[src/gfid_pkg.sv]
`default_nettype none
package gfid_pkg;

    localparam int MaxLength  = 64;
    localparam int SampleBits = 16;
    localparam int CfgBits    = 6;
    localparam int WeightBits = 17;

    typedef struct packed {
        logic signed [SampleBits-1:0] sample;
        logic                         known;
        logic                         last;
    } t_in_beat;

    typedef struct packed {
        logic signed [SampleBits-1:0] value;
        logic [5:0]                   position;
        logic                         was_filled;
        logic                         none_known;
        logic                         last_out;
    } t_out_beat;

    // Controller to datapath commands.
    typedef struct packed {
        logic clear_acc;   // start a new gap: zero sums
        logic rd_en;       // read the memory at rd_addr
        logic acc_en;      // accumulate the registered read as a neighbor
        logic div_start;   // start the divider
    } t_dp_cmd;

    // Datapath to controller status.
    typedef struct packed {
        logic div_busy;
    } t_dp_sts;

endpackage
`default_nettype wire

[src/gfid_dp.sv]
`default_nettype none
module gfid_dp #(
    parameter int MAX_LENGTH  = gfid_pkg::MaxLength,
    parameter int SAMPLE_BITS = gfid_pkg::SampleBits
) (
    input  wire logic                           i_clk,
    input  wire logic                           i_rst_n,
    input  wire logic                           i_wr_en,
    input  wire logic [$clog2(MAX_LENGTH)-1:0]  i_wr_addr,
    input  wire logic signed [SAMPLE_BITS-1:0]  i_wr_data,
    input  wire logic                           i_wr_known,
    input  wire logic [$clog2(MAX_LENGTH)-1:0]  i_rd_addr,
    input  wire logic [$clog2(MAX_LENGTH)-1:0]  i_dist,
    input  wire gfid_pkg::t_dp_cmd              i_cmd,
    output gfid_pkg::t_dp_sts                   o_sts,
    output logic signed [SAMPLE_BITS-1:0]       o_rd_data,
    output logic                                o_rd_known,
    output logic signed [SAMPLE_BITS-1:0]       o_quot
);
    localparam int AW = $clog2(MAX_LENGTH);
    localparam int WB = gfid_pkg::WeightBits;
    localparam int SB = WB + AW + 1;            // weight sum
    localparam int PB = SAMPLE_BITS + WB + 1;   // product
    localparam int NB = PB + AW + 1;            // numerator magnitude-capable
    localparam int DB = NB + 1;                 // 2*mag + wsum
    localparam int CW = $clog2(DB + 1);

    logic signed [SAMPLE_BITS-1:0] r_mem [MAX_LENGTH];
    logic                          r_kmem [MAX_LENGTH];
    logic [AW-1:0]                 r_dist;
    logic [WB-1:0]                 r_w;
    logic                          r_pvalid;
    logic signed [PB-1:0]          r_prod;
    logic [SB-1:0]                 r_wsum;
    logic signed [NB-1:0]          r_num;
    logic                          r_busy;
    logic [CW-1:0]                 r_cnt;
    logic [DB-1:0]                 r_dvd;
    logic [DB:0]                   r_rem;
    logic [SB:0]                   r_den;
    logic                          r_neg;
    logic [DB:0]                   n_rem;
    logic                          q_bit;
    logic [NB-1:0]                 mag;
    logic [WB-1:0]                 w_calc;
    logic [WB-1:0]                 w_tab [MAX_LENGTH];

    always_ff @(posedge i_clk) begin
        if (i_wr_en) begin
            r_mem[i_wr_addr]  <= i_wr_data;
            r_kmem[i_wr_addr] <= i_wr_known;
        end
        if (i_cmd.rd_en) begin
            o_rd_data  <= r_mem[i_rd_addr];
            o_rd_known <= r_kmem[i_rd_addr];
            r_dist     <= i_dist;
        end
    end

    // Weight table, floor(65536 / d) for each distance. Distance zero never
    // reaches the accumulator.
    for (genvar g = 0; g < MAX_LENGTH; g++) begin : g_wtab
        localparam int WeightVal = 65536 / ((g == 0) ? 1 : g);
        assign w_tab[g] = WB'(WeightVal);
    end

    always_comb begin
        w_calc = w_tab[r_dist];
    end

    always_comb begin
        mag   = r_num[NB-1] ? NB'(-r_num) : NB'(r_num);
        n_rem = {r_rem[DB-1:0], r_dvd[DB-1]};
        q_bit = (n_rem >= (DB+1)'(r_den));
    end

    always_ff @(posedge i_clk) begin
        if (!i_rst_n) begin
            r_busy   <= 1'b0;
            r_pvalid <= 1'b0;
        end else begin
            r_pvalid <= i_cmd.acc_en;
            if (i_cmd.acc_en) begin
                r_w    <= w_calc;
                r_prod <= PB'($signed({1'b0, w_calc}) * o_rd_data);
            end
            if (i_cmd.clear_acc) begin
                r_wsum <= '0;
                r_num  <= '0;
            end else if (r_pvalid) begin
                r_wsum <= r_wsum + SB'(r_w);
                r_num  <= r_num + NB'(r_prod);
            end
            if (i_cmd.div_start) begin
                r_busy <= 1'b1;
                r_cnt  <= CW'(DB);
                r_neg  <= r_num[NB-1];
                r_dvd  <= DB'({mag, 1'b0}) + DB'(r_wsum);
                r_den  <= {r_wsum, 1'b0};
                r_rem  <= '0;
            end else if (r_busy) begin
                // restoring division, one quotient bit a cycle
                r_dvd <= {r_dvd[DB-2:0], q_bit};
                r_rem <= q_bit ? (n_rem - (DB+1)'(r_den)) : n_rem;
                r_cnt <= r_cnt - CW'(1);
                if (r_cnt == CW'(1)) begin
                    r_busy <= 1'b0;
                end
            end
        end
    end

    // Weighted mean never leaves the sample range, so the low bits suffice.
    always_comb begin
        o_quot = r_neg ? -SAMPLE_BITS'(r_dvd) : SAMPLE_BITS'(r_dvd);
        o_sts.div_busy = r_busy | i_cmd.div_start;
    end
endmodule
`default_nettype wire

[src/gfid_ctrl.sv]
`default_nettype none
module gfid_ctrl #(
    parameter int MAX_LENGTH  = gfid_pkg::MaxLength,
    parameter int SAMPLE_BITS = gfid_pkg::SampleBits
) (
    input  wire logic                          i_clk,
    input  wire logic                          i_rst_n,
    input  wire logic                          i_in_valid,
    output logic                               o_in_ready,
    input  wire gfid_pkg::t_in_beat            i_in,
    output logic                               o_out_valid,
    input  wire logic                          i_out_ready,
    output gfid_pkg::t_out_beat                o_out,
    input  wire logic [gfid_pkg::CfgBits-1:0]  i_k,
    output logic                               o_wr_en,
    output logic [$clog2(MAX_LENGTH)-1:0]      o_wr_addr,
    output logic [$clog2(MAX_LENGTH)-1:0]      o_rd_addr,
    output logic [$clog2(MAX_LENGTH)-1:0]      o_dist,
    output gfid_pkg::t_dp_cmd                  o_cmd,
    input  wire gfid_pkg::t_dp_sts             i_sts,
    input  wire logic signed [SAMPLE_BITS-1:0] i_rd_data,
    input  wire logic                          i_rd_known,
    input  wire logic signed [SAMPLE_BITS-1:0] i_quot
);
    localparam int AW = $clog2(MAX_LENGTH);
    localparam int CB = $clog2(MAX_LENGTH + 1);
    localparam int KB = gfid_pkg::CfgBits;

    typedef enum logic [3:0] {
        S_LOAD, S_RD, S_CHK, S_LSTEP, S_RSTEP, S_RSTART, S_DRAIN, S_DIV, S_EMIT
    } t_state;

    t_state        r_state;
    logic [CB-1:0] r_cnt;
    logic          r_any;
    logic [AW-1:0] r_i;
    logic [AW-1:0] r_j;
    logic [KB-1:0] r_taken;
    logic          r_clear_acc;
    logic          r_div_start;
    logic [KB-1:0] kk;
    logic          wr_ok;
    logic [CB-1:0] lastpos;
    logic          is_gap;
    logic          k_full;
    logic          at_last;
    logic          j_last;
    logic          rd_go;

    // The read address goes to the memory in the same cycle, so the data of
    // a read issued in one state is seen by the next state.
    always_comb begin
        kk      = (i_k == '0) ? KB'(1) : i_k;
        wr_ok   = (r_cnt < CB'(MAX_LENGTH));
        lastpos = r_cnt - CB'(1);
        is_gap  = r_any && !i_rd_known;
        k_full  = i_rd_known && (r_taken + KB'(1) >= kk);
        at_last = (CB'(r_i) + CB'(1) >= r_cnt);
        j_last  = (CB'(r_j) + CB'(1) >= r_cnt);
        o_in_ready = (r_state == S_LOAD);
        o_wr_en    = (r_state == S_LOAD) && i_in_valid && wr_ok;
        o_wr_addr  = AW'(r_cnt);
        rd_go      = 1'b0;
        o_rd_addr  = r_i;
        unique case (r_state)
            S_RD: begin
                rd_go = 1'b1;
            end
            S_CHK: begin
                if (is_gap && (r_i != '0)) begin
                    rd_go     = 1'b1;
                    o_rd_addr = r_i - AW'(1);
                end
            end
            S_LSTEP: begin
                if (!k_full && (r_j != '0)) begin
                    rd_go     = 1'b1;
                    o_rd_addr = r_j - AW'(1);
                end
            end
            S_RSTART: begin
                if (!at_last) begin
                    rd_go     = 1'b1;
                    o_rd_addr = r_i + AW'(1);
                end
            end
            S_RSTEP: begin
                if (!k_full && !j_last) begin
                    rd_go     = 1'b1;
                    o_rd_addr = r_j + AW'(1);
                end
            end
            default: begin
            end
        endcase
        o_dist = (o_rd_addr > r_i) ? (o_rd_addr - r_i) : (r_i - o_rd_addr);
        o_cmd.clear_acc = r_clear_acc;
        o_cmd.rd_en     = rd_go;
        o_cmd.acc_en    = ((r_state == S_LSTEP) || (r_state == S_RSTEP)) && i_rd_known;
        o_cmd.div_start = r_div_start;
    end

    always_ff @(posedge i_clk) begin
        if (!i_rst_n) begin
            r_state     <= S_LOAD;
            r_cnt       <= '0;
            r_any       <= 1'b0;
            o_out_valid <= 1'b0;
            r_clear_acc <= 1'b0;
            r_div_start <= 1'b0;
        end else begin
            r_clear_acc <= (r_state == S_CHK) && is_gap;
            // The divider starts in the cycle after the drain state, when the
            // last product has reached the sums.
            r_div_start <= (r_state == S_DRAIN);
            unique case (r_state)
                S_LOAD: begin
                    if (i_in_valid) begin
                        if (wr_ok) begin
                            r_cnt <= r_cnt + CB'(1);
                            r_any <= r_any | i_in.known;
                        end
                        if (i_in.last) begin
                            r_i         <= '0;
                            r_state     <= S_RD;
                        end
                    end
                end
                S_RD: begin
                    r_state <= S_CHK;
                end
                S_CHK: begin
                    o_out.position   <= 6'(r_i);
                    o_out.none_known <= !r_any;
                    o_out.last_out   <= (CB'(r_i) == lastpos);
                    if (!is_gap) begin
                        o_out.value      <= r_any ? i_rd_data : '0;
                        o_out.was_filled <= 1'b0;
                        o_out_valid      <= 1'b1;
                        r_state          <= S_EMIT;
                    end else begin
                        r_taken <= '0;
                        if (r_i == '0) begin
                            r_state <= S_RSTART;
                        end else begin
                            r_j     <= o_rd_addr;
                            r_state <= S_LSTEP;
                        end
                    end
                end
                S_LSTEP: begin
                    if (k_full) begin
                        r_state <= S_RSTART;
                    end else begin
                        if (i_rd_known) r_taken <= r_taken + KB'(1);
                        if (r_j == '0) begin
                            r_state <= S_RSTART;
                        end else begin
                            r_j <= o_rd_addr;
                        end
                    end
                end
                S_RSTART: begin
                    r_taken <= '0;
                    if (at_last) begin
                        r_state <= S_DRAIN;
                    end else begin
                        r_j     <= o_rd_addr;
                        r_state <= S_RSTEP;
                    end
                end
                S_RSTEP: begin
                    if (k_full || j_last) begin
                        r_state <= S_DRAIN;
                    end else begin
                        if (i_rd_known) r_taken <= r_taken + KB'(1);
                        r_j <= o_rd_addr;
                    end
                end
                S_DRAIN: begin
                    r_state <= S_DIV;
                end
                S_DIV: begin
                    if (!i_sts.div_busy) begin
                        o_out.value      <= i_quot;
                        o_out.was_filled <= 1'b1;
                        o_out_valid      <= 1'b1;
                        r_state          <= S_EMIT;
                    end
                end
                S_EMIT: begin
                    if (i_out_ready) begin
                        o_out_valid <= 1'b0;
                        if (CB'(r_i) == lastpos) begin
                            r_cnt   <= '0;
                            r_any   <= 1'b0;
                            r_state <= S_LOAD;
                        end else begin
                            r_i     <= r_i + AW'(1);
                            r_state <= S_RD;
                        end
                    end
                end
                default: r_state <= S_LOAD;
            endcase
        end
    end
endmodule
`default_nettype wire

[src/gap_fill_inverse_distance.sv]
`default_nettype none
// Gap filler by inverse-distance weighting.
// Input beats (sample, known, last) load one per cycle into a sample memory.
// A beat with last set closes the series; beats past MAX_LENGTH are dropped,
// though a dropped beat with last still closes the series.
// The block then emits one output beat per stored sample, in order. Known
// samples pass through. A gap walks its neighbors one memory read a cycle
// (up to the distance to the k-th known sample on each side) and then runs a
// bit-serial restoring divider. The input is not ready during the emit
// phase. When the receiver stalls the output beat is held in its register
// and the controller waits. Reset (synchronous, active low) empties the
// series and sets the neighbor count to 1; a count of 0 acts as 1.
// Configuration is to be written by the user only while idle; the block
// does not enforce this.
module gap_fill_inverse_distance #(
    parameter int MAX_LENGTH  = gfid_pkg::MaxLength,
    parameter int SAMPLE_BITS = gfid_pkg::SampleBits
) (
    input  wire logic                          i_clk,
    input  wire logic                          i_rst_n,
    input  wire logic                          i_in_valid,
    output logic                               o_in_ready,
    input  wire gfid_pkg::t_in_beat            i_in_data,
    output logic                               o_out_valid,
    input  wire logic                          i_out_ready,
    output gfid_pkg::t_out_beat                o_out_data,
    input  wire logic                          i_cfg_we,
    input  wire logic [gfid_pkg::CfgBits-1:0]  i_cfg_data
);
    localparam int AW = $clog2(MAX_LENGTH);

    logic [gfid_pkg::CfgBits-1:0]  r_k;
    logic                          wr_en;
    logic [AW-1:0]                 wr_addr;
    logic [AW-1:0]                 rd_addr;
    logic [AW-1:0]                 rd_dist;
    gfid_pkg::t_dp_cmd             cmd;
    gfid_pkg::t_dp_sts             sts;
    logic signed [SAMPLE_BITS-1:0] rd_data;
    logic                          rd_known;
    logic signed [SAMPLE_BITS-1:0] quot;
    logic signed [SAMPLE_BITS-1:0] wr_data;

    // The neighbor count register.
    always_ff @(posedge i_clk) begin
        if (!i_rst_n) begin
            r_k <= gfid_pkg::CfgBits'(1);
        end else if (i_cfg_we) begin
            r_k <= i_cfg_data;
        end
    end

    // Unknown samples are stored as zero; they are never used as values.
    assign wr_data = i_in_data.known ? SAMPLE_BITS'(i_in_data.sample) : '0;

    gfid_ctrl #(.MAX_LENGTH(MAX_LENGTH), .SAMPLE_BITS(SAMPLE_BITS)) u_ctrl (
        .i_clk(i_clk), .i_rst_n(i_rst_n),
        .i_in_valid(i_in_valid), .o_in_ready(o_in_ready), .i_in(i_in_data),
        .o_out_valid(o_out_valid), .i_out_ready(i_out_ready), .o_out(o_out_data),
        .i_k(r_k), .o_wr_en(wr_en), .o_wr_addr(wr_addr), .o_rd_addr(rd_addr),
        .o_dist(rd_dist), .o_cmd(cmd), .i_sts(sts), .i_rd_data(rd_data),
        .i_rd_known(rd_known), .i_quot(quot)
    );

    gfid_dp #(.MAX_LENGTH(MAX_LENGTH), .SAMPLE_BITS(SAMPLE_BITS)) u_dp (
        .i_clk(i_clk), .i_rst_n(i_rst_n),
        .i_wr_en(wr_en), .i_wr_addr(wr_addr), .i_wr_data(wr_data),
        .i_wr_known(i_in_data.known), .i_rd_addr(rd_addr), .i_dist(rd_dist),
        .i_cmd(cmd), .o_sts(sts), .o_rd_data(rd_data), .o_rd_known(rd_known),
        .o_quot(quot)
    );

    // Loading and emitting never overlap.
    a_no_overlap: assert property (@(posedge i_clk) disable iff (!i_rst_n)
        !(o_in_ready && o_out_valid)) else $error("load and emit overlap");

    // A result flagged as filled never comes from an all-unknown series.
    a_fill_flags: assert property (@(posedge i_clk) disable iff (!i_rst_n)
        o_out_valid |-> !(o_out_data.was_filled && o_out_data.none_known))
        else $error("filled beat in empty series");

    // After the final beat is taken, the block loads again.
    a_back_to_load: assert property (@(posedge i_clk) disable iff (!i_rst_n)
        (o_out_valid && i_out_ready && o_out_data.last_out) |=> o_in_ready)
        else $error("no return to load");
endmodule
`default_nettype wire
[config.mk]
export PLATFORM = sky130hd
export DESIGN_NAME = gap_fill_inverse_distance
export DESIGN_NICKNAME = d
export VERILOG_FILES = /design/src/gfid_pkg.sv /design/src/gfid_dp.sv /design/src/gfid_ctrl.sv /design/src/gap_fill_inverse_distance.sv
export SDC_FILE = /design/constraint.sdc
export NUM_CORES = 2
export LEC_CHECK = 0
export BUFFER_PORTS_ARGS = -buffer_cell sky130_fd_sc_hd__buf_2
export CAP_MARGIN = 20
export CORE_ASPECT_RATIO = 2
export CORE_MARGIN = 1
export CORE_UTILIZATION = 55
export CTS_BUF_LIST = sky130_fd_sc_hd__clkbuf_4 sky130_fd_sc_hd__clkbuf_8
export CTS_CLUSTER_DIAMETER = 60
export DETAILED_ROUTE_END_ITERATION = 10
export PLACE_DENSITY = 0.71
export SLEW_MARGIN = 40
export SYNTH_ARGS = -nofsm -noshare
export SYNTH_HDL_FRONTEND = slang
export SYNTH_SLANG_ARGS = --single-unit
[constraint.sdc]
create_clock -name i_clk -period 19.3 [get_ports i_clk]
set_input_delay 1.93 -clock i_clk [delete_from_list [all_inputs] [get_ports i_clk]]
set_output_delay 1.93 -clock i_clk [all_outputs]
set_load 0.01 [all_outputs]
==> flow_metrics.env <==
export IMPL_multi_input_comb_area_sq_um=28040
export IMPL_grt_max_degree=82
export IMPL_cts_clk_slew_worst_paths_ps=70
export IMPL_die_h_um=513.8
export IMPL_seq_area_sq_um=42060
export IMPL_synth_simple_area_share_pct=8.400
export IMPL_synth_most_common_cell="edfxtp_1"
export IMPL_synth_compound_area_share_pct=6.938
export IMPL_slew_viol_final=0
export IMPL_rsz0062_at_grt="no"
export IMPL_die_w_um=257.9
export IMPL_post_cts_buffers=0
export IMPL_cts_hold_buf=0
export IMPL_postSynthCellCount=5004
export IMPL_worst_path_most_repeated_cell="fa_1"
export IMPL_status="completed"
export IMPL_cts_buffers_inserted=186
export IMPL_hold_class="flop to flop"
export IMPL_cts_resized=0
export IMPL_cpMaxStageDelayCell="mux4_2"
export IMPL_seq_area_frac_synth_pct=58.37
export IMPL_crit_type="flop to flop"
export IMPL_num_io_pins=56
export IMPL_first_iter_violations=3162
export IMPL_vias_per_cell=6.113
export IMPL_maxSlewHeadroom_pct=34.71
export IMPL_synth_commonest_cells="edfxtp_1 (1385), inv_1 (355), nand2_1 (315)"
export IMPL_yosysTopAreaCellShare_pct=57.73
export IMPL_synth_nets=5528
export IMPL_crit_path_start_kind="flop"
export IMPL_synth_top_family_by_area="adder cells"
export IMPL_cts_tree="done"
export IMPL_dp_hpwl_um=132600
export IMPL_async_reset_ff_share_pct=0
export IMPL_worstSkewPairLatency_ps=930
export IMPL_fin_skew_ps=59.08
export IMPL_ys_types=89
export IMPL_overflow=0
export IMPL_coreArea_sq_um=129900
export IMPL_grt_pass1_vias=45550
export IMPL_drc=0
export IMPL_clockRootBuffer="clkbuf_8"
export IMPL_drv_cap=0
export IMPL_finalNetCount=5732
export IMPL_routed_wirelength_um=185600
export IMPL_fillers=9779
export IMPL_cp_data_required_time_ps=19980
export IMPL_yosysTopAreaCell="edfxtp_1"
export IMPL_die_area_sq_um=132500
export IMPL_synth_area_mux_share_pct=9.475
export IMPL_clock_sinks=1408
export IMPL_antenna_left=0
export IMPL_wire_per_inst_um=26.26
export IMPL_end_kind="flop"
export IMPL_synthToLayoutAreaGrowth_pct=9.744
export IMPL_fin_setup_tns_ps=0
export IMPL_synthAdderAreaFrac_pct=10.83
export IMPL_synthFlopType="edfxtp_1"
export IMPL_hold_viol_final=0
export IMPL_ys_seq_elements=1408
export IMPL_start_util_pct=55.48
export IMPL_grt_use_total_pct=28.63
export IMPL_syn_area_sq_um=72050
export IMPL_cp_max_fo=17
export IMPL_period_minus_slack_ps=9434
export IMPL_cp_arrival_ps=10120
export IMPL_cpPeakStageDelay_ps=690
export IMPL_synth_area_leaders="edfxtp_1 (58%), mux4_2 (8.6%), fa_1 (5.9%)"
export IMPL_setup_viol=0
export IMPL_synth_edf_count=1385
export IMPL_grt_pass1_wl_um=277500
export IMPL_clock_fmax_mhz=106.0
export IMPL_via_count=43210
export IMPL_finalCritPeriodShare_pct=48.88
export IMPL_antenna_found_initial=6
export IMPL_cts_max_path_buffers=3
export IMPL_synth_warnings=0
export IMPL_gp_congestion=0.9345
export IMPL_worst_slew_pin_slew_ps=973.5
export IMPL_drive_above_1_share_pct=17.59
export IMPL_synth_xor_area_share_pct=2.893
export IMPL_port_buffers=55
export IMPL_htree_levels=4
export IMPL_syn_avg_cell_area_sq_um=14.40
export IMPL_rows=187
export IMPL_drtPass1Iterations=7
## kinds of logic after synthesis
group / count (synthesis)
AO/OA/AOI/OAI: 746
XOR/XNOR: 238
adder cells (fa/ha/maj): 495
buffers and inverters: 571
flip-flops: 1408
multiplexers: 332
AND/OR/NAND/NOR: 1214
## cell usage in the layout (no fill, tap or decap), drive strengths merged, types with 19 or more instances in the layout
| master | instances |
|---|---|
| nor2b | 61 |
| nor3 | 58 |
| a211oi | 52 |
| and3 | 24 |
| nand4 | 37 |
| mux4 | 276 |
| nor2 | 310 |
| nand2b | 47 |
| nand2 | 315 |
| xor2 | 99 |
| inv | 365 |
| fa | 214 |
| or2 | 23 |
| edfxtp | 1385 |
| clkinv | 72 |
| and2 | 157 |
| buf | 228 |
| o21a | 20 |
| mux2i | 19 |
| a21o | 68 |
| xnor2 | 139 |
| a22oi | 105 |
| a21oi | 161 |
| clkbuf | 247 |
| dfxtp | 23 |
| o31ai | 25 |
| o21ai | 142 |
| or3 | 33 |
| a31oi | 23 |
| and4 | 21 |
| nand3 | 74 |
| ha | 281 |
| mux2 | 37 |
## critical path, delay by kind of cell (launching register included)
family,cells,cell delay [ps]
buffers and inverters,5,470
AOI/OAI and AO/OA,9,2530
muxes,1,690
and+or+nand+nor,5,1060
DFF,1,650
xor gates and xnor gates,1,80
adders and majority gates,8,3760
## metal layers
metal	wire length (um)	vias to the layer above	track usage, %
met5	0	-	0
met4	16340	0	21.37
met3	7448	572	3.648
met2	102600	1416	54.40
met1	59160	22010	27.73
li1	-	19210	-
## through the flow
stage / util (%) / hold WS (ps) / std cells / cell area, sq um / worst slack, ps
finish: 60.89 / 487.2 / 7068 / 79070 / 9866
floorplan: - / 424.4 / 5004 / 72050 / 11120
CTS: 60.81 / 490.4 / 7052 / 78970 / 9917
global placement: 57.65 / 466.1 / 6696 / 74860 / 9861
global route: 60.88 / 511.9 / 7063 / 79050 / 9326
detailed placement: 57.91 / 470.4 / 6717 / 75200 / 9915
## worst paths after layout
check / from / end / slack (ps) / cells past startpoint
min reg2reg: r_k[0] / r_k[0] / 490 / 2
max reg2reg: u_dp.r_dist[0] / u_dp.r_prod[32] / 9870 / 29
max: u_dp.r_dist[0] / u_dp.r_prod[32] / 9870 / 29
min: r_k[0] / r_k[0] / 490 / 2
## flip-flops by register name, summed over array words and instances, names as in the netlist, 24 cells and up
register	flops
u_dp.r_mem	1024
u_dp.r_wsum	24
u_ctrl.o_out	25
u_dp.r_rem	42
u_dp.r_kmem	64
u_dp.r_prod	34
u_dp.r_num	41
u_dp.r_dvd	42
u_dp.r_den	24
## area by class of cell
| cell class | count | share of cell area, % |
|---|---|---|
| Inverter | 359 | 1.704 |
| Timing Repair Buffer | 228 | 2.147 |
| Sequential cell | 1408 | 53.19 |
| Multi-Input combinational cell | 3025 | 35.46 |
| Clock inverter | 88 | 0.9067 |
| Tap cell | 1701 | 2.692 |
| Clock buffer | 247 | 3.856 |
| Antenna cell | 12 | 0.03798 |
Power is left out: the tool's default activity adds up to more than one toggle a clock period on the data nets, which glitch-free logic cannot reach.
